==> src/design/bgauge_pkg.sv <==
`default_nettype none
package bgauge_pkg;

  localparam int MV_W        = 16;
  localparam int PCT_W       = 8;
  localparam int DIV_W       = 11;
  localparam int CNT_W       = $clog2(MV_W + 1);
  localparam int K_W         = 4;
  localparam int BASE_W      = 7;
  localparam int CURVE_POINTS = 11;

  localparam int CELL_COUNT  = 2;

  localparam logic [MV_W-1:0]  HYST_MV     = 16'd75;
  localparam logic [PCT_W-1:0] UNKNOWN_PCT = 8'hFF;
  localparam logic [PCT_W-1:0] FULL_PCT    = 8'd100;
  localparam logic [PCT_W-1:0] EMPTY_PCT   = 8'd0;
  localparam int               SEG_PCT     = 10;

  localparam logic [DIV_W-1:0] CurveMv [CURVE_POINTS] = '{
    11'd1500, 11'd1400, 11'd1350, 11'd1300, 11'd1275, 11'd1250,
    11'd1220, 11'd1190, 11'd1150, 11'd1100, 11'd1000
  };

  typedef enum logic [2:0] {
    ST_IDLE,
    ST_CHECK,
    ST_SEG,
    ST_DIV2,
    ST_PCT,
    ST_COMMIT
  } state_e;

  typedef struct packed {
    logic load;
    logic set_unknown;
    logic div_step;
    logic seg;
    logic pct_from_div;
    logic commit;
  } cmd_t;

  typedef struct packed {
    logic take;
    logic zero;
    logic div_busy;
    logic seg_direct;
    logic out_free;
  } sts_t;

endpackage
`default_nettype wire

==> src/design/bgauge_ctrl.sv <==
`default_nettype none
module bgauge_ctrl
  import bgauge_pkg::*;
(
  input  wire logic clk_i,
  input  wire logic rst_ni,
  input  wire logic in_valid_i,
  output logic      in_ready_o,
  input  sts_t      sts_i,
  output cmd_t      cmd_o
);

  state_e state_q, state_d;

  always_ff @(posedge clk_i or negedge rst_ni) begin
    if (!rst_ni) begin
      state_q <= ST_IDLE;
    end else begin
      state_q <= state_d;
    end
  end

  always_comb begin
    state_d = state_q;
    case (state_q)
      ST_IDLE: begin
        if (in_valid_i) state_d = ST_CHECK;
      end
      ST_CHECK: begin
        if (!sts_i.take || sts_i.zero) state_d = ST_COMMIT;
        else state_d = ST_SEG;
      end
      ST_SEG: begin
        if (sts_i.seg_direct) state_d = ST_COMMIT;
        else state_d = ST_DIV2;
      end
      ST_DIV2: begin
        if (!sts_i.div_busy) state_d = ST_PCT;
      end
      ST_PCT: begin
        state_d = ST_COMMIT;
      end
      ST_COMMIT: begin
        if (sts_i.out_free) state_d = ST_IDLE;
      end
      default: begin
        state_d = ST_IDLE;
      end
    endcase
  end

  always_comb begin
    cmd_o      = '0;
    in_ready_o = 1'b0;
    case (state_q)
      ST_IDLE: begin
        in_ready_o = 1'b1;
        cmd_o.load = in_valid_i;
      end
      ST_CHECK: begin
        cmd_o.set_unknown = sts_i.take && sts_i.zero;
      end
      ST_SEG: begin
        cmd_o.seg = 1'b1;
      end
      ST_DIV2: begin
        cmd_o.div_step = sts_i.div_busy;
      end
      ST_PCT: begin
        cmd_o.pct_from_div = 1'b1;
      end
      ST_COMMIT: begin
        cmd_o.commit = sts_i.out_free;
      end
      default: begin
        cmd_o = '0;
      end
    endcase
  end

endmodule
`default_nettype wire

==> src/design/bgauge_dp.sv <==
`default_nettype none
module bgauge_dp
  import bgauge_pkg::*;
(
  input  wire logic             clk_i,
  input  wire logic             rst_ni,
  input  wire logic [MV_W-1:0]  reading_mv_i,
  input  cmd_t                  cmd_i,
  output sts_t                  sts_o,
  output logic                  out_valid_o,
  input  wire logic             out_ready_i,
  output logic [MV_W-1:0]       level_mv_o,
  output logic [PCT_W-1:0]      level_percent_o,
  output logic                  changed_o
);

  logic [MV_W-1:0]   r_q;
  logic [MV_W-1:0]   held_mv_q;
  logic [PCT_W-1:0]  held_pct_q;
  logic [PCT_W-1:0]  pct_q;
  logic [BASE_W-1:0] base_q, base_d;
  logic [DIV_W-1:0]  rem_q, div_q;
  logic [MV_W-1:0]   quo_q;
  logic [CNT_W-1:0]  cnt_q;
  logic              out_valid_q;
  logic [MV_W-1:0]   out_mv_q;
  logic [PCT_W-1:0]  out_pct_q;
  logic              out_chg_q;

  logic              take;
  logic [MV_W-1:0]   r_minus;
  logic [DIV_W:0]    trial;
  logic              ge;
  logic [MV_W-1:0]   cell_mv;
  logic              cell_hi, cell_lo;
  logic [DIV_W-1:0]  span_d, pos_d;
  logic [MV_W-1:0]   pos10;

  assign r_minus = r_q - HYST_MV;
  assign take    = (r_q < held_mv_q) || (r_q < HYST_MV) || (r_minus > held_mv_q);

  assign trial = {rem_q, quo_q[MV_W-1]};
  assign ge    = trial >= {1'b0, div_q};

  assign cell_mv = r_q / MV_W'(CELL_COUNT);
  assign cell_hi = cell_mv >= MV_W'(CurveMv[0]);
  assign cell_lo = cell_mv <= MV_W'(CurveMv[CURVE_POINTS-1]);

  always_comb begin
    span_d = '0;
    pos_d  = '0;
    base_d = '0;
    for (int k = CURVE_POINTS - 1; k >= 1; k--) begin
      if (cell_mv > MV_W'(CurveMv[k])) begin
        span_d = CurveMv[k-1] - CurveMv[k];
        pos_d  = cell_mv[DIV_W-1:0] - CurveMv[k];
        base_d = BASE_W'(100 - SEG_PCT * k);
      end
    end
  end

  assign pos10 = (MV_W'(pos_d) << 3) + (MV_W'(pos_d) << 1);

  assign sts_o.take       = take;
  assign sts_o.zero       = (r_q == '0);
  assign sts_o.div_busy   = (cnt_q != '0);
  assign sts_o.seg_direct = cell_hi || cell_lo;
  assign sts_o.out_free   = !out_valid_q || out_ready_i;

  always_ff @(posedge clk_i) begin
    if (cmd_i.load) r_q <= reading_mv_i;
    if (cmd_i.set_unknown) pct_q <= UNKNOWN_PCT;
    if (cmd_i.seg && cell_hi) pct_q <= FULL_PCT;
    if (cmd_i.seg && !cell_hi && cell_lo) pct_q <= EMPTY_PCT;
    if (cmd_i.pct_from_div) pct_q <= PCT_W'(base_q) + quo_q[PCT_W-1:0];
    if (cmd_i.seg) base_q <= base_d;
    if (cmd_i.seg) begin
      rem_q <= '0;
      quo_q <= pos10;
      div_q <= span_d;
    end else if (cmd_i.div_step) begin
      rem_q <= ge ? DIV_W'(trial - {1'b0, div_q}) : trial[DIV_W-1:0];
      quo_q <= {quo_q[MV_W-2:0], ge};
    end
    if (cmd_i.commit) begin
      out_mv_q  <= take ? r_q : held_mv_q;
      out_pct_q <= take ? pct_q : held_pct_q;
      out_chg_q <= take;
    end
  end

  always_ff @(posedge clk_i or negedge rst_ni) begin
    if (!rst_ni) begin
      cnt_q       <= '0;
      held_mv_q   <= '0;
      held_pct_q  <= UNKNOWN_PCT;
      out_valid_q <= 1'b0;
    end else begin
      if (cmd_i.seg && !(cell_hi || cell_lo)) begin
        cnt_q <= CNT_W'(MV_W);
      end else if (cmd_i.div_step) begin
        cnt_q <= cnt_q - 1'b1;
      end
      if (cmd_i.commit && take) begin
        held_mv_q  <= r_q;
        held_pct_q <= pct_q;
      end
      if (cmd_i.commit) begin
        out_valid_q <= 1'b1;
      end else if (out_ready_i) begin
        out_valid_q <= 1'b0;
      end
    end
  end

  assign out_valid_o     = out_valid_q;
  assign level_mv_o      = out_mv_q;
  assign level_percent_o = out_pct_q;
  assign changed_o       = out_chg_q;

endmodule
`default_nettype wire

==> src/design/battery_gauge_with_hysteresis.sv <==
`default_nettype none
// Battery gauge with hysteresis: each accepted reading word yields one result word holding
// the held voltage, its charge percent (255 when the voltage is zero) and a changed flag.
// A reading is taken when it is below the held voltage, below 75 mV, or more than 75 mV
// above it. The per-cell voltage is a constant divide; a taken reading on a sloped part of
// the curve passes check, segment, a 16-step bit-serial divide for the interpolation,
// percent and commit; a taken reading at either end of the curve skips divide and percent,
// a rejected or zero reading goes from check to commit. The next reading is accepted once
// the result is in the output register; a stalled output holds the block until it leaves.
module battery_gauge_with_hysteresis
  import bgauge_pkg::*;
(
  input  wire logic             clk_i,
  input  wire logic             rst_ni,
  input  wire logic             in_valid_i,
  output logic                  in_ready_o,
  input  wire logic [MV_W-1:0]  reading_mv_i,
  output logic                  out_valid_o,
  input  wire logic             out_ready_i,
  output logic [MV_W-1:0]       level_mv_o,
  output logic [PCT_W-1:0]      level_percent_o,
  output logic                  changed_o
);

  cmd_t cmd;
  sts_t sts;

  bgauge_ctrl u_ctrl (
    .clk_i      (clk_i),
    .rst_ni     (rst_ni),
    .in_valid_i (in_valid_i),
    .in_ready_o (in_ready_o),
    .sts_i      (sts),
    .cmd_o      (cmd)
  );

  bgauge_dp u_dp (
    .clk_i           (clk_i),
    .rst_ni          (rst_ni),
    .reading_mv_i    (reading_mv_i),
    .cmd_i           (cmd),
    .sts_o           (sts),
    .out_valid_o     (out_valid_o),
    .out_ready_i     (out_ready_i),
    .level_mv_o      (level_mv_o),
    .level_percent_o (level_percent_o),
    .changed_o       (changed_o)
  );

endmodule
`default_nettype wire
==> config.mk <==
export PLATFORM = sky130hd
export DESIGN_NAME = battery_gauge_with_hysteresis
export DESIGN_NICKNAME = d
export VERILOG_FILES = /design/src/design/bgauge_pkg.sv /design/src/design/bgauge_ctrl.sv /design/src/design/bgauge_dp.sv /design/src/design/battery_gauge_with_hysteresis.sv
export SDC_FILE = /design/constraint.sdc
export NUM_CORES = 1
export LEC_CHECK = 0
export BUFFER_PORTS_ARGS = -buffer_cell sky130_fd_sc_hd__clkbuf_2
export CORE_MARGIN = 2
export CORE_UTILIZATION = 46
export CTS_CLUSTER_SIZE = 12
export DETAILED_ROUTE_END_ITERATION = 12
export GPL_ROUTABILITY_DRIVEN = 1
export GPL_TIMING_DRIVEN = 0
export PLACE_DENSITY_LB_ADDON = 0.3
export SYNTH_ARGS = -nofsm -noshare
export SYNTH_HDL_FRONTEND = slang
export SYNTH_HIERARCHICAL = 1
export SYNTH_SLANG_ARGS = --single-unit
==> constraint.sdc <==
create_clock -name clk_i -period 13.5 [get_ports clk_i]
set_clock_uncertainty 0.1 [all_clocks]
set_input_delay 3.375 -clock clk_i [delete_from_list [all_inputs] [get_ports clk_i]]
set_output_delay 3.375 -clock clk_i [all_outputs]
set_load 0.01 [all_outputs]
==> reports/metrics.cfg, run 1 <==
[status]
status=complete, no violations

[die]
core_area_sq_mm=0.0186
die_w_um=142
dieHeight_um=142
initial_utilization_pct=46.7
rows=50
dieArea_sq_mm=0.0201
pin_count=47

[global_route]
grt_start_max_net_pins=34
overflow=0
grt_pass1_wl_mm=36.2
grt_pass1_vias=7003
grt_util_all_layers_pct=23.1
antenna_found_initial=0

[route]
ant_nets=0
met2_length_mm=10.2
drt_iter0_drc=858
wire_per_inst_um=18.8
drcViolationCount=0
met1_length_mm=9.92
top_layer_used=met4
met3WireLength_mm=1.79
drt_first_pass_iters=7
vias_per_cell=6.03
dr_total_vias=7250
routed_wl_mm=22.6

[finish]
fillers=1659
diodes=0
nets=1055
multi_input_area_sq_mm=0.00490
syn_to_final_growth_pct=13.1
drive_gt1_share_pct=17.5
regArea_sq_mm=0.00340
utilization_pct=52.8

[clock_network]
cts_hold_buf=0
root_buffer=clkbuf_16
cts_inserted_buffers=17
clkTransAtPathRegs_ns=0.06
cts_resized=0
clock_latency_ns=0.43
cts_tree=built
h-tree-depth=4
numClockSinks=122
cts.path.max_buffers=2
cts_setup_buffers=0

[worst_setup_path]
r2r-start=u_dp/r_q[2]$_DFFE_PP_
cp-startpoint=u_dp/r_q[2]$_DFFE_PP_
end_kind=register
crit_arrival_ns=6.37
worstSetupPathType=reg -> reg
path_max_fanout=12
start_kind=register
worstPathRequired_ns=13.49

[yosys]
synthTopCellsByCount=edfxtp_1, ha_1, nor2_1, nand2_1, a21oi_1
synth_top_area_cell=edfxtp_1
syn_area_sq_mm=0.00871
seq_area_frac_synth_pct=39.0
synth_warnings=6
synth.most_common_cell=edfxtp_1
synthTopCellsByArea=edfxtp_1, ha_1, dfrtp_1
syn_avg_cell_area_sq_um=9.79
synth_ff_type=edfxtp_1
ys_types=88
synth_top_cell_area_share_pct=26.9
synth_nets=989
synth_edf_count=78
ys_ff_latch=122
async_flop_share_pct=27.0
synthCells=890

[placement]
place_congestion=1.02
port_buffers=46
dp_hpwl_mm=16.3

[sta]
slew_headroom_pct=28.3
hold_violations=0
fin_tns_setup_ns=0
setup_viol=0
tightestPinTransition_ns=1.07
grt_setup_unrepaired=no
fmax_mhz=157
post-route-min-period_ns=6.38
holdWs_ns=0.398
maxSlewViolCount=0
period_share_pct=47.3

[flow_run]
drv_cap=0

[pwr]
p_leak_nw=4.00
powerDensity_mw_per_mm2=209
ir_drop_mv=0.0975

[min_path]
min_from=u_dp/rem_q[10]$_SDFFE_PP0P_
hold_path.class=reg -> reg

-- final timing paths --
| check | slack, ns | end | cells past startpoint |
|---|---|---|---|
| min in group asynchronous | 2.96 | u_dp/held_mv_q[10]$_DFFE_PN0P_ | 1 |
| setup / recovery | 7.12 | u_dp/pct_q[2]$_DFFE_PP_ | 23 |
| hold reg to reg | 0.40 | u_dp/rem_q[10]$_SDFFE_PP0P_ | 2 |
| setup reg to reg | 7.12 | u_dp/pct_q[2]$_DFFE_PP_ | 23 |
| max in group asynchronous | 9.79 | u_dp/held_mv_q[8]$_DFFE_PN0P_ | 1 |
| hold / removal | 0.40 | u_dp/rem_q[10]$_SDFFE_PP0P_ | 2 |
-- metrics by stage --
step / area [sq um] / power, W / instances / setup WS (ns)
final: 9850 / 0.00206 / 1203 / 7.12
after CTS: 9850 / 0.00206 / 1203 / 7.25
after detailed placement: 9250 / 0.00158 / 1171 / 7.34
after floorplan: 8710 / 0.00134 / 890 / 7.84
after global placement: 9240 / 0.00155 / 1170 / 7.09
after global routing: 9850 / 0.00220 / 1203 / 6.69
-- registers in the layout (all words and copies together), names as in the netlist, 8 cells and up --
| signal | flops |
|---|---|
| u_dp/held_mv_q | 16 |
| u_dp/level_mv_o | 16 |
| u_dp/quo_q | 16 |
| u_dp/r_q | 16 |
| u_dp/rem_q | 11 |
| u_dp/held_pct_q | 8 |
| u_dp/level_percent_o | 8 |
| u_dp/pct_q | 8 |
-- critical path, cell delays in order, from the launching register on --
cell and delay, ns:
edfxtp_1 0.43, buf_2 0.33, clkinv_1 0.52, ha_1 0.40, a21oi_1 0.23, nor2b_1 0.10, o31ai_1 0.38, nor3b_1 0.38
nand2_1 0.15, nor3_1 0.25, nor3b_1 0.27, xor2_1 0.10, ha_1 0.32, nand4_1 0.13, nor2_1 0.12, nand2_1 0.06
a22oi_1 0.22, o211a_2 0.29, clkbuf_1 0.47, inv_1 0.17, buf_4 0.17, nand3_1 0.07, nor3_1 0.04, nand2b_1 0.32
-- cell usage in the layout (no fill, tap or decap), drive strengths merged, types with 5 or more instances in the layout --
| cell type | instances |
|---|---|
| nor3 | 23 |
| mux2 | 44 |
| ha | 76 |
| xnor2 | 31 |
| dfstp | 8 |
| o21ai | 56 |
| nor3b | 5 |
| nor2b | 12 |
| o21a | 8 |
| nand4 | 8 |
| buf | 22 |
| nand2 | 68 |
| a21oi | 61 |
| edfxtp | 78 |
| o211ai | 8 |
| xor2 | 17 |
| a211oi | 22 |
| clkbuf | 90 |
| nand3 | 14 |
| dfxtp | 11 |
| and2 | 6 |
| nand2b | 12 |
| a21o | 19 |
| nor2 | 69 |
| dfrtp | 25 |
| clkinv | 9 |
| or3 | 7 |
| and3 | 7 |
| mux2i | 11 |
| inv | 51 |
| a221oi | 5 |
| a31oi | 6 |
| o31ai | 6 |
-- layout make-up --
cell class              count  area share (%)
multi-input cells         671            49.8
flip-flops and latches    122            34.5
clock buffers              18            4.36
well taps                 234            2.97
repair buffers             47            2.49
plain buffers              47            2.30
inverters                  50            1.91
clock inverters            14            1.71
-- report_power, final --
part / internal (W) / leakage (nW) / switching (W)
combinational: 0.000402 / 2.54 / 0.000539
clock: 0.000291 / 0.292 / 0.000178
sequential: 0.000572 / 1.17 / 0.0000760
-- cells by family (layout without fill, tap and decap cells) --
kind of cell / count (synthesis) / count (layout) / synth area share (%)
simple gates: 253 / 253 / 14.7
compound gates: 236 / 236 / 18.2
flops: 122 / 122 / 39.0
buf+inv: 97 / 176 / 4.75
fa+ha+maj: 79 / 79 / 11.6
mux: 55 / 55 / 6.95
xor+xnor: 48 / 48 / 4.82
-- metal layers --
metal | GRT usage [%] | vias to the layer above
met4 | 9.05 | 0
met1 | 30.7 | 3401
li1 | - | 3417
met2 | 36.9 | 365
met3 | 5.16 | 67
met5 | 0 | -
No activity file was read; power rests on OpenSTA's default activity.
==> run 2: changes to the inputs <==
==> constraint.sdc (replaced) <==
create_clock -name clk_i -period 6.4 [get_ports clk_i]
set_clock_uncertainty 0.1 [all_clocks]
set_input_delay 1.6 -clock clk_i [delete_from_list [all_inputs] [get_ports clk_i]]
set_output_delay 1.6 -clock clk_i [all_outputs]
set_load 0.01 [all_outputs]
==> reports/metrics.cfg, run 2 (synthesized netlist as in run 1, its figures left out) <==
[finish]
final_common_cell=edfxtp_1
drive_gt1_share_pct=17.9  ; +0.31 points
layout_common_cells=edfxtp_1, ha_1, nand2_1, nor2_1, a21oi_1
syn_to_final_growth_pct=13.2
diodes=0  ; unchanged
nets=1055  ; unchanged

[worst_setup_path]
end_kind=register
worstPathCellList=buf_2 -> clkinvlp_4 -> ha_1 -> a21oi_1 -> nor2b_1 -> o31ai_1 -> nor3b_1 -> nand2_1 -> nor3_1 -> nor3b_1 -> xor2_1 -> ha_1 -> nand4_1 -> nor2_1 -> nand2_1 -> a22oi_1 -> o211a_2 -> clkbuf_2 -> inv_1 -> buf_4 -> nand3_1 -> nor3_1 -> nand2b_1
crit_family=simple AND/OR/NAND/NOR gates
worstSetupPathType=reg -> reg
rr_endpoint=u_dp/pct_q[2]$_DFFE_PP_
r2r-start=u_dp/r_q[2]$_DFFE_PP_
path_max_fanout=12  ; unchanged
path_depth=23  ; unchanged
cp-startpoint=u_dp/r_q[2]$_DFFE_PP_
cp-endpoint=u_dp/pct_q[2]$_DFFE_PP_
cp_slowest_stage_delay_ns=0.44  ; -0.08 ns
crit_path_top_delay_cell=edfxtp_1
r2r_slack_ns=0.44  ; -6.68 ns
crit_arrival_ns=5.95  ; -0.42 ns
crit_buf_inv=5  ; unchanged
worstPathRequired_ns=6.39  ; -7.10 ns
reg2regPathDepth=23  ; unchanged
start_kind=register

[global_route]
grt_util_all_layers_pct=23.1  ; unchanged
grt_start_max_net_pins=34  ; unchanged
overflow=0  ; unchanged
grt_pass1_vias=7003  ; unchanged
grt_pass1_wl_mm=36.2  ; unchanged
antenna_found_initial=0  ; unchanged

[placement]
dp_hpwl_mm=16.3  ; unchanged
port_buffers=46  ; unchanged
place_congestion=1.02  ; unchanged
place_ws_ns=0.242  ; -7.10 ns

[pwr]
sequentialPowerShare_pct=31.4  ; about the same
powerDensity_mw_per_mm2=441  ; +110%
clkPwrFrac_pct=22.8  ; about the same
p_int_w=0.00267  ; +110%
pwr-share-comb_pct=45.8  ; about the same
ir_drop_mv=0.207  ; +110%
p_leak_nw=4.00  ; about the same
p_sw_share_pct=38.6  ; +0.047 points
switchingPower_w=0.00168  ; +110%
p_total_w=0.00435  ; +110%

[die]
pin_count=47  ; unchanged
rows=50  ; unchanged
dieArea_sq_mm=0.0201  ; unchanged
dieHeight_um=142  ; unchanged
initial_utilization_pct=46.7  ; unchanged
core_area_sq_mm=0.0186  ; unchanged
die_w_um=142  ; unchanged

[clock_network]
cts.path.max_buffers=2  ; unchanged
numClockSinks=122  ; unchanged
cts_resized=0  ; unchanged
clkTransAtPathRegs_ns=0.06  ; about the same
clock_latency_ns=0.43  ; about the same
cts_inserted_buffers=17  ; unchanged
cts_hold_buf=0  ; unchanged
cts_setup_buffers=0  ; unchanged
cts_tree=built
h-tree-depth=4  ; unchanged
root_buffer=clkbuf_16

[sta]
fmax_mhz=168  ; +7.1%
post-route-min-period_ns=5.96  ; -0.422 ns
slew_headroom_pct=25.5  ; -2.8 points
tightestPinTransition_ns=1.11  ; +0.0418 ns
fin_tns_setup_ns=0  ; unchanged
period_share_pct=93.1  ; +46 points
fin_ws_ns=0.439  ; -6.68 ns
hold_violations=0  ; unchanged
grt_setup_unrepaired=no
setup_viol=0  ; unchanged
maxSlewViolCount=0  ; unchanged

[route]
routed_wl_mm=22.6  ; +0.19%
drt_iter0_drc=906  ; +5.6%
drcViolationCount=0  ; unchanged
ant_nets=0  ; unchanged
vias_per_cell=6.05  ; +0.44%
wire_per_inst_um=18.8  ; +0.19%
dr_total_vias=7282  ; +0.44%
drt_first_pass_iters=6  ; -1

[flow_run]
drv_cap=0  ; unchanged

[min_path]
hold_path.class=reg -> reg

[status]
status=complete, no violations

-- run 2: changes by cell type in the layout (fill, tap and decap cells not counted), sizes merged --
| cell | before | now |
|---|---|---|
| clkinv | 9 | 8 |
| clkinvlp | 1 | 2 |
-- run 2: cell type report --
class / instances / area [sq um]
multi-input combinational: 671 / 4910
buffer: 47 / 228
fill: 1659 / 8780
timing repair buffer: 47 / 245
inverter: 50 / 191
sequential: 122 / 3400
tap: 234 / 293
clock buffer: 18 / 429
clock inverter: 14 / 169
-- run 2: per-stage QoR --
stage	cells	util, %	area, sq um	hold WS [ns]
after detailed placement	1171	49.6	9250	0.391
after global placement	1170	49.5	9240	0.386
after floorplan	890	-	8710	0.373
after CTS	1203	52.8	9850	0.399
after global routing	1203	52.9	9860	0.425
final	1203	52.9	9860	0.397
-- run 2: per-layer routing --
metal	wire [um]	GRT usage [%]	vias up
met3	1720	5.16	83
met5	0	0	-
met1	9900	30.7	3428
li1	-	-	3413
met4	818	9.05	0
met2	10200	36.9	358
-- run 2: worst min path at each step --
stage                                startpoint                           to  slack [ns]  cells past startpoint
floorplan           u_dp/rem_q[10]$_SDFFE_PP0P_  u_dp/rem_q[10]$_SDFFE_PP0P_        0.37                      2
global placement    u_dp/rem_q[10]$_SDFFE_PP0P_  u_dp/rem_q[10]$_SDFFE_PP0P_        0.39                      2
detailed placement  u_dp/rem_q[10]$_SDFFE_PP0P_  u_dp/rem_q[10]$_SDFFE_PP0P_        0.39                      2
CTS                 u_dp/rem_q[10]$_SDFFE_PP0P_  u_dp/rem_q[10]$_SDFFE_PP0P_        0.40                      2
global route         u_dp/rem_q[3]$_SDFFE_PP0P_   u_dp/rem_q[3]$_SDFFE_PP0P_        0.43                      2
finish              u_dp/rem_q[10]$_SDFFE_PP0P_  u_dp/rem_q[10]$_SDFFE_PP0P_        0.40                      2
-- run 2: worst register-to-register path: stages, from the launching register on --
cell and delay, ns:
edfxtp_1 0.44, buf_2 0.35, clkinvlp_4 0.40, ha_1 0.32, a21oi_1 0.23, nor2b_1 0.10, o31ai_1 0.39, nor3b_1 0.39
nand2_1 0.15, nor3_1 0.26, nor3b_1 0.27, xor2_1 0.10, ha_1 0.32, nand4_1 0.13, nor2_1 0.12, nand2_1 0.06
a22oi_1 0.22, o211a_2 0.29, clkbuf_2 0.29, inv_1 0.12, buf_4 0.15, nand3_1 0.07, nor3_1 0.04, nand2b_1 0.32
-- run 2: power by group through the flow --
stage / registers [W] / logic [W] / clock network (W)
5_1_grt: 0.00139 / 0.00222 / 0.00104
3_5_place_dp: 0.00138 / 0.00195 / 0
4_1_cts: 0.00136 / 0.00197 / 0.00101
6_report: 0.00137 / 0.00199 / 0.000990
3_3_place_gp: 0.00137 / 0.00191 / 0
2_1_floorplan: 0.00136 / 0.00146 / 0
